### src/rtl/cooperative_task_scheduler_macros.svh
// Assertion macros for the cooperative task scheduler.
// Expects clk and rst_n in the scope of each use.
`ifndef COOPERATIVE_TASK_SCHEDULER_MACROS_SVH
`define COOPERATIVE_TASK_SCHEDULER_MACROS_SVH

// Same-cycle implication.
`define CTS_ASSERT_IMPLY(label, ante, cons) \
    label: assert property (@(posedge clk) disable iff (!rst_n) (ante) |-> (cons)) \
        else $error("cts: same-cycle check failed");

// Next-cycle implication.
`define CTS_ASSERT_NEXT(label, ante, cons) \
    label: assert property (@(posedge clk) disable iff (!rst_n) (ante) |=> (cons)) \
        else $error("cts: next-cycle check failed");

`endif

### src/rtl/cts_pkg.sv
// Shared types and codes of the cooperative task scheduler.
// No dependencies.
`timescale 1ns / 1ps

package cts_pkg;

    localparam int TASK_SLOTS_DEF = 16;
    localparam int MAX_RESULTS    = 16;

    localparam int FUNC_W   = 2;
    localparam int TAG_W    = 16;
    localparam int TIME_W   = 32;
    localparam int INDEX_W  = 8;
    localparam int KIND_W   = 3;
    localparam int SLOT_W   = 4;
    localparam int PEND_W   = 8;

    typedef logic [FUNC_W-1:0] func_t;
    typedef logic [KIND_W-1:0] kind_t;

    localparam func_t FUNC_ADD      = 2'd0;
    localparam func_t FUNC_TICK     = 2'd1;
    localparam func_t FUNC_DISPATCH = 2'd2;
    localparam func_t FUNC_DELETE   = 2'd3;

    localparam kind_t KIND_ADDED    = 3'd0;
    localparam kind_t KIND_FULL     = 3'd1;
    localparam kind_t KIND_DELETED  = 3'd2;
    localparam kind_t KIND_REJECTED = 3'd3;
    localparam kind_t KIND_RUN      = 3'd4;
    localparam kind_t KIND_NONE     = 3'd5;

    localparam logic [PEND_W-1:0] PEND_MAX = '1;

    typedef struct packed {
        logic [TAG_W-1:0]  tag;
        logic [TIME_W-1:0] delay;
        logic [TIME_W-1:0] period;
        logic [PEND_W-1:0] pending;
    } slot_entry_t;

endpackage

### src/rtl/cts_ifs.sv
// Request and result channels of the cooperative task scheduler.
// Depends on cts_pkg.
`timescale 1ns / 1ps

interface cts_req_if;
    logic                            valid;
    logic                            ready;
    logic [cts_pkg::FUNC_W-1:0]      func;
    logic [cts_pkg::TAG_W-1:0]       task_tag;
    logic [cts_pkg::TIME_W-1:0]      start_delay;
    logic [cts_pkg::TIME_W-1:0]      repeat_period;
    logic [cts_pkg::INDEX_W-1:0]     slot_index;

    modport source (output valid, func, task_tag, start_delay, repeat_period, slot_index,
                    input ready);
    modport sink   (input valid, func, task_tag, start_delay, repeat_period, slot_index,
                    output ready);
endinterface

interface cts_res_if;
    logic                            valid;
    logic                            ready;
    logic [cts_pkg::KIND_W-1:0]      kind;
    logic [cts_pkg::SLOT_W-1:0]      slot;
    logic [cts_pkg::TAG_W-1:0]       run_tag;
    logic                            last;

    modport source (output valid, kind, slot, run_tag, last, input ready);
    modport sink   (input valid, kind, slot, run_tag, last, output ready);
endinterface

### src/rtl/cooperative_task_scheduler.sv
// Cooperative task scheduler: slot table in one memory, valid and ready bits in flops.
// Depends on cts_pkg, cts_ifs and cooperative_task_scheduler_macros.svh.
// A user should know: items are taken one at a time; the block accepts a new request
// whenever it is idle, even while the previous result waits in the output register.
// Add and delete wait in their own state until the output register is free. Tick
// walks the table through the slot memory, passing over free slots and reading, then
// writing back, each valid slot. Dispatch walks the same way over ready slots,
// waiting while the output register is held, and ends at the final ready slot,
// after MAX_RESULTS runs, or with a NONE result when no slot is ready. No clearing
// pass follows reset: slot contents are qualified by valid bits held in flops.
`timescale 1ns / 1ps
`include "cooperative_task_scheduler_macros.svh"

module cooperative_task_scheduler #(
    parameter int TASK_SLOTS = cts_pkg::TASK_SLOTS_DEF
) (
    input  logic  clk,
    input  logic  rst_n,
    cts_req_if.sink   req,
    cts_res_if.source res
);

    localparam int IDX_W = (TASK_SLOTS > 1) ? $clog2(TASK_SLOTS) : 1;
    localparam int CNT_W = $clog2(TASK_SLOTS + 1);
    localparam int RES_W = $clog2(cts_pkg::MAX_RESULTS + 1);

    localparam logic [2:0] ST_IDLE = 3'd0;
    localparam logic [2:0] ST_ADD  = 3'd1;
    localparam logic [2:0] ST_DEL  = 3'd2;
    localparam logic [2:0] ST_T_RD = 3'd3;
    localparam logic [2:0] ST_T_EV = 3'd4;
    localparam logic [2:0] ST_D_RD = 3'd5;
    localparam logic [2:0] ST_D_EV = 3'd6;

    logic [2:0]                      state_reg, state_next;
    logic [CNT_W-1:0]                idx_reg, idx_next;
    logic [RES_W-1:0]                nres_reg, nres_next;
    logic [TASK_SLOTS-1:0]           valid_reg, valid_next;
    logic [TASK_SLOTS-1:0]           rdy_reg, rdy_next;

    logic [cts_pkg::TAG_W-1:0]       tag_in_reg;
    logic [cts_pkg::TIME_W-1:0]      delay_in_reg;
    logic [cts_pkg::TIME_W-1:0]      period_in_reg;
    logic [cts_pkg::INDEX_W-1:0]     index_in_reg;

    cts_pkg::slot_entry_t            mem [TASK_SLOTS];
    cts_pkg::slot_entry_t            rd_data_reg;
    logic                            mem_re;
    logic                            mem_we;
    logic [IDX_W-1:0]                mem_waddr;
    cts_pkg::slot_entry_t            mem_wdata;

    logic                            out_valid_reg;
    cts_pkg::kind_t                  kind_reg, kind_next;
    logic [cts_pkg::SLOT_W-1:0]      slot_reg, slot_next;
    logic [cts_pkg::TAG_W-1:0]       run_tag_reg, run_tag_next;
    logic                            last_reg, last_next;
    logic                            out_load;
    logic                            out_free;

    logic [IDX_W-1:0]                idx;
    logic [IDX_W-1:0]                free_idx;
    logic                            full;
    logic [TASK_SLOTS-1:0]           ready_mask;
    logic                            more_ready;
    logic [IDX_W+cts_pkg::SLOT_W-1:0] idx_ext;
    logic [IDX_W+cts_pkg::SLOT_W-1:0] free_ext;
    logic                            del_ok;
    logic                            run_last;
    logic [cts_pkg::PEND_W-1:0]      pend_dec;
    cts_pkg::slot_entry_t            tick_entry;

    assign idx        = idx_reg[IDX_W-1:0];
    assign out_free   = !out_valid_reg || res.ready;
    assign ready_mask = valid_reg & rdy_reg;
    assign idx_ext    = {{cts_pkg::SLOT_W{1'b0}}, idx};
    assign free_ext   = {{cts_pkg::SLOT_W{1'b0}}, free_idx};
    assign full       = &valid_reg;
    assign req.ready  = (state_reg == ST_IDLE);

    assign res.valid   = out_valid_reg;
    assign res.kind    = kind_reg;
    assign res.slot    = slot_reg;
    assign res.run_tag = run_tag_reg;
    assign res.last    = last_reg;

    always_comb
    begin
        free_idx = '0;
        for (int i = TASK_SLOTS - 1; i >= 0; i--)
        begin
            if (!valid_reg[i])
            begin
                free_idx = IDX_W'(i);
            end
        end
    end

    always_comb
    begin
        more_ready = 1'b0;
        for (int i = 0; i < TASK_SLOTS; i++)
        begin
            if (ready_mask[i] && (IDX_W'(i) > idx))
            begin
                more_ready = 1'b1;
            end
        end
    end

    always_comb
    begin
        del_ok = 1'b0;
        if (index_in_reg < cts_pkg::INDEX_W'(TASK_SLOTS))
        begin
            del_ok = valid_reg[index_in_reg[IDX_W-1:0]];
        end
    end

    assign pend_dec = rd_data_reg.pending - 1'b1;
    assign run_last = (nres_reg == RES_W'(cts_pkg::MAX_RESULTS - 1)) || !more_ready;

    always_comb
    begin
        tick_entry = rd_data_reg;
        if (rd_data_reg.delay == '0)
        begin
            if (rd_data_reg.pending != cts_pkg::PEND_MAX)
            begin
                tick_entry.pending = rd_data_reg.pending + 1'b1;
            end
            if (rd_data_reg.period != '0)
            begin
                tick_entry.delay = rd_data_reg.period - 1'b1;
            end
        end
        else
        begin
            tick_entry.delay = rd_data_reg.delay - 1'b1;
        end
    end

    always_comb
    begin
        state_next   = state_reg;
        idx_next     = idx_reg;
        nres_next    = nres_reg;
        valid_next   = valid_reg;
        rdy_next     = rdy_reg;
        mem_re       = 1'b0;
        mem_we       = 1'b0;
        mem_waddr    = idx;
        mem_wdata    = rd_data_reg;
        out_load     = 1'b0;
        kind_next    = cts_pkg::KIND_NONE;
        slot_next    = '0;
        run_tag_next = '0;
        last_next    = 1'b1;

        unique case (state_reg)
            ST_IDLE:
            begin
                idx_next  = '0;
                nres_next = '0;
                if (req.valid)
                begin
                    unique case (req.func)
                        cts_pkg::FUNC_ADD:      state_next = ST_ADD;
                        cts_pkg::FUNC_TICK:     state_next = ST_T_RD;
                        cts_pkg::FUNC_DISPATCH: state_next = ST_D_RD;
                        cts_pkg::FUNC_DELETE:   state_next = ST_DEL;
                        default:                state_next = ST_IDLE;
                    endcase
                end
            end

            ST_ADD:
            begin
                if (out_free)
                begin
                    out_load   = 1'b1;
                    state_next = ST_IDLE;
                    if (full)
                    begin
                        kind_next = cts_pkg::KIND_FULL;
                    end
                    else
                    begin
                        kind_next          = cts_pkg::KIND_ADDED;
                        slot_next          = free_ext[cts_pkg::SLOT_W-1:0];
                        mem_we             = 1'b1;
                        mem_waddr          = free_idx;
                        mem_wdata.tag      = tag_in_reg;
                        mem_wdata.delay    = delay_in_reg;
                        mem_wdata.period   = period_in_reg;
                        mem_wdata.pending  = '0;
                        valid_next[free_idx] = 1'b1;
                        rdy_next[free_idx]   = 1'b0;
                    end
                end
            end

            ST_DEL:
            begin
                if (out_free)
                begin
                    out_load   = 1'b1;
                    state_next = ST_IDLE;
                    if (del_ok)
                    begin
                        kind_next = cts_pkg::KIND_DELETED;
                        slot_next = index_in_reg[cts_pkg::SLOT_W-1:0];
                        valid_next[index_in_reg[IDX_W-1:0]] = 1'b0;
                        rdy_next[index_in_reg[IDX_W-1:0]]   = 1'b0;
                    end
                    else
                    begin
                        kind_next = cts_pkg::KIND_REJECTED;
                    end
                end
            end

            ST_T_RD:
            begin
                if (idx_reg == CNT_W'(TASK_SLOTS))
                begin
                    state_next = ST_IDLE;
                end
                else if (valid_reg[idx])
                begin
                    mem_re     = 1'b1;
                    state_next = ST_T_EV;
                end
                else
                begin
                    idx_next = idx_reg + 1'b1;
                end
            end

            ST_T_EV:
            begin
                mem_we     = 1'b1;
                mem_wdata  = tick_entry;
                if (rd_data_reg.delay == '0)
                begin
                    rdy_next[idx] = 1'b1;
                end
                idx_next   = idx_reg + 1'b1;
                state_next = ST_T_RD;
            end

            ST_D_RD:
            begin
                if (idx_reg == CNT_W'(TASK_SLOTS))
                begin
                    if (out_free)
                    begin
                        out_load   = 1'b1;
                        kind_next  = cts_pkg::KIND_NONE;
                        state_next = ST_IDLE;
                    end
                end
                else if (ready_mask[idx])
                begin
                    mem_re     = 1'b1;
                    state_next = ST_D_EV;
                end
                else
                begin
                    idx_next = idx_reg + 1'b1;
                end
            end

            ST_D_EV:
            begin
                if (out_free)
                begin
                    out_load          = 1'b1;
                    kind_next         = cts_pkg::KIND_RUN;
                    slot_next         = idx_ext[cts_pkg::SLOT_W-1:0];
                    run_tag_next      = rd_data_reg.tag;
                    last_next         = run_last;
                    mem_we            = 1'b1;
                    mem_wdata.pending = pend_dec;
                    if (pend_dec == '0)
                    begin
                        rdy_next[idx] = 1'b0;
                        if ((rd_data_reg.period == '0) && (rd_data_reg.delay == '0))
                        begin
                            valid_next[idx] = 1'b0;
                        end
                    end
                    idx_next   = idx_reg + 1'b1;
                    nres_next  = nres_reg + 1'b1;
                    state_next = run_last ? ST_IDLE : ST_D_RD;
                end
            end

            default:
            begin
                state_next = ST_IDLE;
            end
        endcase
    end

    always_ff @(posedge clk or negedge rst_n)
    begin
        if (!rst_n)
        begin
            state_reg     <= ST_IDLE;
            idx_reg       <= '0;
            nres_reg      <= '0;
            valid_reg     <= '0;
            rdy_reg       <= '0;
            out_valid_reg <= 1'b0;
        end
        else
        begin
            state_reg <= state_next;
            idx_reg   <= idx_next;
            nres_reg  <= nres_next;
            valid_reg <= valid_next;
            rdy_reg   <= rdy_next;
            if (out_load)
            begin
                out_valid_reg <= 1'b1;
            end
            else if (res.ready)
            begin
                out_valid_reg <= 1'b0;
            end
        end
    end

    always_ff @(posedge clk)
    begin
        if (req.valid && req.ready)
        begin
            tag_in_reg    <= req.task_tag;
            delay_in_reg  <= req.start_delay;
            period_in_reg <= req.repeat_period;
            index_in_reg  <= req.slot_index;
        end
        if (out_load)
        begin
            kind_reg    <= kind_next;
            slot_reg    <= slot_next;
            run_tag_reg <= run_tag_next;
            last_reg    <= last_next;
        end
    end

    always_ff @(posedge clk)
    begin
        if (mem_we)
        begin
            mem[mem_waddr] <= mem_wdata;
        end
        if (mem_re)
        begin
            rd_data_reg <= mem[idx];
        end
    end

    `CTS_ASSERT_IMPLY(a_ready_implies_valid, 1'b1, (rdy_reg & ~valid_reg) == '0)
    `CTS_ASSERT_NEXT(a_add_marks_slot, (state_reg == ST_ADD) && out_free && !full, valid_reg[$past(free_idx)])
    `CTS_ASSERT_IMPLY(a_run_from_ready_slot, (state_reg == ST_D_EV), ready_mask[idx])

endmodule
### src/flat_wrapper.sv
// flat-port wrapper written by rule: the top's interface ports become plain ports
module cooperative_task_scheduler_flat 
#(
    parameter int TASK_SLOTS = cts_pkg::TASK_SLOTS_DEF
)
  (clk, rst_n, req_valid, req_func, req_task_tag, req_start_delay, req_repeat_period, req_slot_index, req_ready, res_valid, res_kind, res_slot, res_run_tag, res_last, res_ready);
  cts_req_if req_i ();
  cts_res_if res_i ();
  input  logic clk;
  input  logic rst_n;
  input wire logic [$bits(req_i.valid)-1:0] req_valid;
  input wire logic [$bits(req_i.func)-1:0] req_func;
  input wire logic [$bits(req_i.task_tag)-1:0] req_task_tag;
  input wire logic [$bits(req_i.start_delay)-1:0] req_start_delay;
  input wire logic [$bits(req_i.repeat_period)-1:0] req_repeat_period;
  input wire logic [$bits(req_i.slot_index)-1:0] req_slot_index;
  output wire logic [$bits(req_i.ready)-1:0] req_ready;
  output wire logic [$bits(res_i.valid)-1:0] res_valid;
  output wire logic [$bits(res_i.kind)-1:0] res_kind;
  output wire logic [$bits(res_i.slot)-1:0] res_slot;
  output wire logic [$bits(res_i.run_tag)-1:0] res_run_tag;
  output wire logic [$bits(res_i.last)-1:0] res_last;
  input wire logic [$bits(res_i.ready)-1:0] res_ready;
  assign req_i.valid = req_valid;
  assign req_i.func = req_func;
  assign req_i.task_tag = req_task_tag;
  assign req_i.start_delay = req_start_delay;
  assign req_i.repeat_period = req_repeat_period;
  assign req_i.slot_index = req_slot_index;
  assign req_ready = req_i.ready;
  assign res_valid = res_i.valid;
  assign res_kind = res_i.kind;
  assign res_slot = res_i.slot;
  assign res_run_tag = res_i.run_tag;
  assign res_last = res_i.last;
  assign res_i.ready = res_ready;
  cooperative_task_scheduler #(.TASK_SLOTS(TASK_SLOTS)) u_core (.clk(clk), .rst_n(rst_n), .req(req_i), .res(res_i));
endmodule
### config.mk
export PLATFORM = sky130hd
export DESIGN_NAME = cooperative_task_scheduler_flat
export DESIGN_NICKNAME = d
export VERILOG_FILES = /design/src/rtl/cts_pkg.sv /design/src/rtl/cts_ifs.sv /design/src/rtl/cooperative_task_scheduler.sv /design/src/flat_wrapper.sv
export VERILOG_INCLUDE_DIRS = /design/src /design/src/rtl
export SDC_FILE = /design/constraint.sdc
export NUM_CORES = 2
export LEC_CHECK = 0
export BUFFER_PORTS_ARGS = -buffer_cell sky130_fd_sc_hd__buf_2
export CAP_MARGIN = 20
export CORE_MARGIN = 2
export CORE_UTILIZATION = 60
export CTS_BUF_LIST = sky130_fd_sc_hd__clkbuf_8
export DETAILED_ROUTE_END_ITERATION = 8
export GPL_ROUTABILITY_DRIVEN = 1
export PLACE_DENSITY = 0.74
export SYNTH_ARGS = -nofsm -noshare
export SYNTH_HDL_FRONTEND = slang
export SYNTH_SLANG_ARGS = --single-unit
### constraint.sdc
create_clock -name clk -period 17.1 [get_ports clk]
set_input_delay 2.565 -clock clk [delete_from_list [all_inputs] [get_ports clk]]
set_output_delay 2.565 -clock clk [all_outputs]
set_load 0.05 [all_outputs]
==> results.cfg <==
[yosys]
yosys_warnings = 0
ys_types = 78
synthFlopType = edfxtp_1
synth_edf_count = 1608
synth_nets = 3993
synth_top_area_cell = edfxtp_1
ys_seq_area_share_pct = 74.33
syn_inst = 3887
postSynthAreaPerCell_um2 = 17.11
netlist.area_leader.share_pct = 72.60
async_reset_ff_share_pct = 2.781
synthesis.area_um2 = 66510
synth_area_leaders = edfxtp_1 73%, mux4_2 6.3%, mux2i_1 4.0%
ys_seq_elements = 1654

[global_routing]
grt_max_degree = 124
grt.overflow.total = 0
grt_pass1_vias = 38020
antenna_found_initial = 10
grt_usage_pct = 28.87
grt_pass1_wl_um = 240500

[setup_path]
max_stage_delay_ns = 0.78
critical_path_buf_inv_count = 4
critPathLaunchType = input port
path_common_cell = buf_4
slowest_stage = nor2_4
cp.arrival_ns = 7.29
crit_chain = buf_2, nand2b_1, nand3_1, a21oi_4, buf_4, o211ai_1, a21o_1, nor2_4, buf_4, buf_4
crit_path_end_kind = flop
crit_type = input port to flop
cp_top_family = buffers and inverters
worstPathRequired_ns = 17.62
cp_max_fo = 39

[placement]
place_hpwl_um = 90900
io_buffers = 119
place_area_um2 = 69020
dp_slack_ns = 9.460
place.gp.congestion = 0.9183

[sta]
setup_viol = 0
tightestPinTransition_ns = 1.131
min_period_ns = 6.771
drv_slew = 0
setup_tns_ns = 0
max_freq_mhz = 147.7
hold_slack_ns = 0.5189
fin_skew_ns = 0.08263
rsz0062_at_grt = false
fin_crit_sh_pct = 39.60
finalHoldViolations = 0
final.setup.worst_slack_ns = 10.33
slew-limit-headroom_pct = 22.64

[layout]
nNetsFinal = 4272
design_area_um2 = 73920
largest_reg_flops = 1408
area_growth_pct = 11.14
drive_gt1_share_pct = 19.96

[floorplanning]
coreArea_um2 = 110400
rows = 122
die_x_um = 336.9
start_util_pct = 60.26
die_h_um = 336.9
pin_count = 120
dieArea_um2 = 113500

[cts]
cts_buffers = 278
cts.sinks = 1654
cts.hold.buffers_added = 0
cts_max_level = 5
clk_latency_ns = 0.93
cts_tree = yes
clk_pin_slew_ns = 0.06
clock_path_buffers = 4
post_cts_resized = 0
root_buffer = clkbuf_8
cts_setup_buffers = 0

[routing]
first_pass_iters = 8
wire_per_inst_um = 27.65
wirelength_um = 161700
route.detailed.drc = 0
num_vias = 38030
drt_iter0_drc = 4910
antenna_left = 0
avgViaCountPerCell = 6.505

[power]
power_density_nw_per_um2 = 172.9
power_leakage_nw = 24.18
irDropWorstVdd_uv = 160.9

[worst_hold_path]
hold_path.class = flop to flop

[flow_run]
drv_cap = 0

[outcome]
status = finished clean
-- through the flow --
step	total power [W]	instances	util (%)
2_1_floorplan	0.008472	3887	-
5_1_grt	0.01332	5846	66.98
6_report	0.01278	5847	66.98
3_3_place_gp	0.009576	5363	62.49
4_1_cts	0.01278	5835	66.91
3_5_place_dp	0.009686	5367	62.54
-- placed cells by master (no fill, tap or decap), types with 11 or more instances in the layout --
cell type / n
clkinvlp_4: 11
o31ai_1: 18
nand2_1: 257
a21oi_1: 239
a221o_1: 12
a22oi_1: 32
nor2_1: 150
nor4_1: 15
buf_2: 120
clkbuf_8: 285
mux2_2: 91
nor2_4: 16
buf_4: 96
ha_1: 12
xor2_1: 31
or3_1: 12
dfrtp_1: 43
xnor2_1: 19
mux2i_1: 265
edfxtp_1: 1608
o21ai_0: 152
a211oi_1: 11
o221ai_1: 90
nand4_1: 15
nand3_1: 31
nor3_1: 29
inv_1: 118
o22ai_1: 107
mux4_2: 187
nand2b_1: 13
and2_1: 23
clkinv_2: 19
and3_1: 15
clkinv_1: 53
-- kinds of logic (layout without fill, tap and decap cells) --
logic type | count (synthesis) | count (layout) | share of synthesized area, %
flip-flops | 1654 | 1654 | 74.33
AO/OA/AOI/OAI | 736 | 736 | 6.863
AND/OR/NAND/NOR | 642 | 642 | 4.517
multiplexers | 543 | 543 | 11.86
buffers and inverters | 250 | 717 | 1.544
XOR/XNOR | 50 | 50 | 0.6584
adder cells (fa/ha/maj) | 12 | 12 | 0.2257
other | 0 | 5 | 0
-- area by class of cell --
class	instances	area [µm²]
sequential	1654	49450
fill	7186	36450
multi-input combinational	1983	16230
clock buffer	285	3923
tap	1488	1862
timing repair buffer	222	1431
clock inverter	183	905.9
inverter	27	103.9
antenna	5	12.51
-- worst paths after layout --
kind	cells after the start	startpoint	slack, ns	end
setup / recovery	10	res_ready	10.33	u_core.mem[5][68]
hold / removal	2	u_core.nres_reg[4]	0.52	u_core.nres_reg[4]
setup reg to reg	9	u_core.state_reg[0]	11.42	u_core.mem[5][68]
hold reg to reg	2	u_core.nres_reg[4]	0.52	u_core.nres_reg[4]
max in group asynchronous	2	rst_n	14.84	u_core.idx_reg[0]
min in group asynchronous	2	rst_n	1.75	u_core.idx_reg[3]
-- per-layer routing --
metal | vias up | track usage, % | part of all wire [%]
li1 | 16190 | - | -
met1 | 19150 | 40.73 | 40
met5 | - | 0 | 0.024
met2 | 2270 | 45.13 | 47
met4 | 2 | 11.37 | 3.6
met3 | 414 | 5.567 | 10
-- tightest hold or removal path, stage by stage, from the launching register on --
cell     delay (ns)
dfrtp_1        0.35
nand3_1        0.06
o21ai_0        0.07
-- where the power goes --
group | switching [W] | leakage [nW] | internal, W
sequential | 0.000373 | 15.1 | 0.00582
combinational | 0.00235 | 6.30 | 0.00113
clock | 0.00149 | 2.79 | 0.00162
-- Yosys cell counts, drive strengths merged, types with 15 or more instances --
cell / n
edfxtp: 1608
mux2i: 265
nand2: 259
a21oi: 242
mux4: 187
nor2: 171
o21ai: 159
clkbuf: 140
o22ai: 107
mux2: 91
o221ai: 90
buf: 83
dfrtp: 46
a22oi: 32
nand3: 31
xor2: 31
nor3: 30
and2: 27
inv: 26
nor4: 19
xnor2: 19
o31ai: 18
and3: 15
nand4: 15
(Power assumes the default switching activity.)
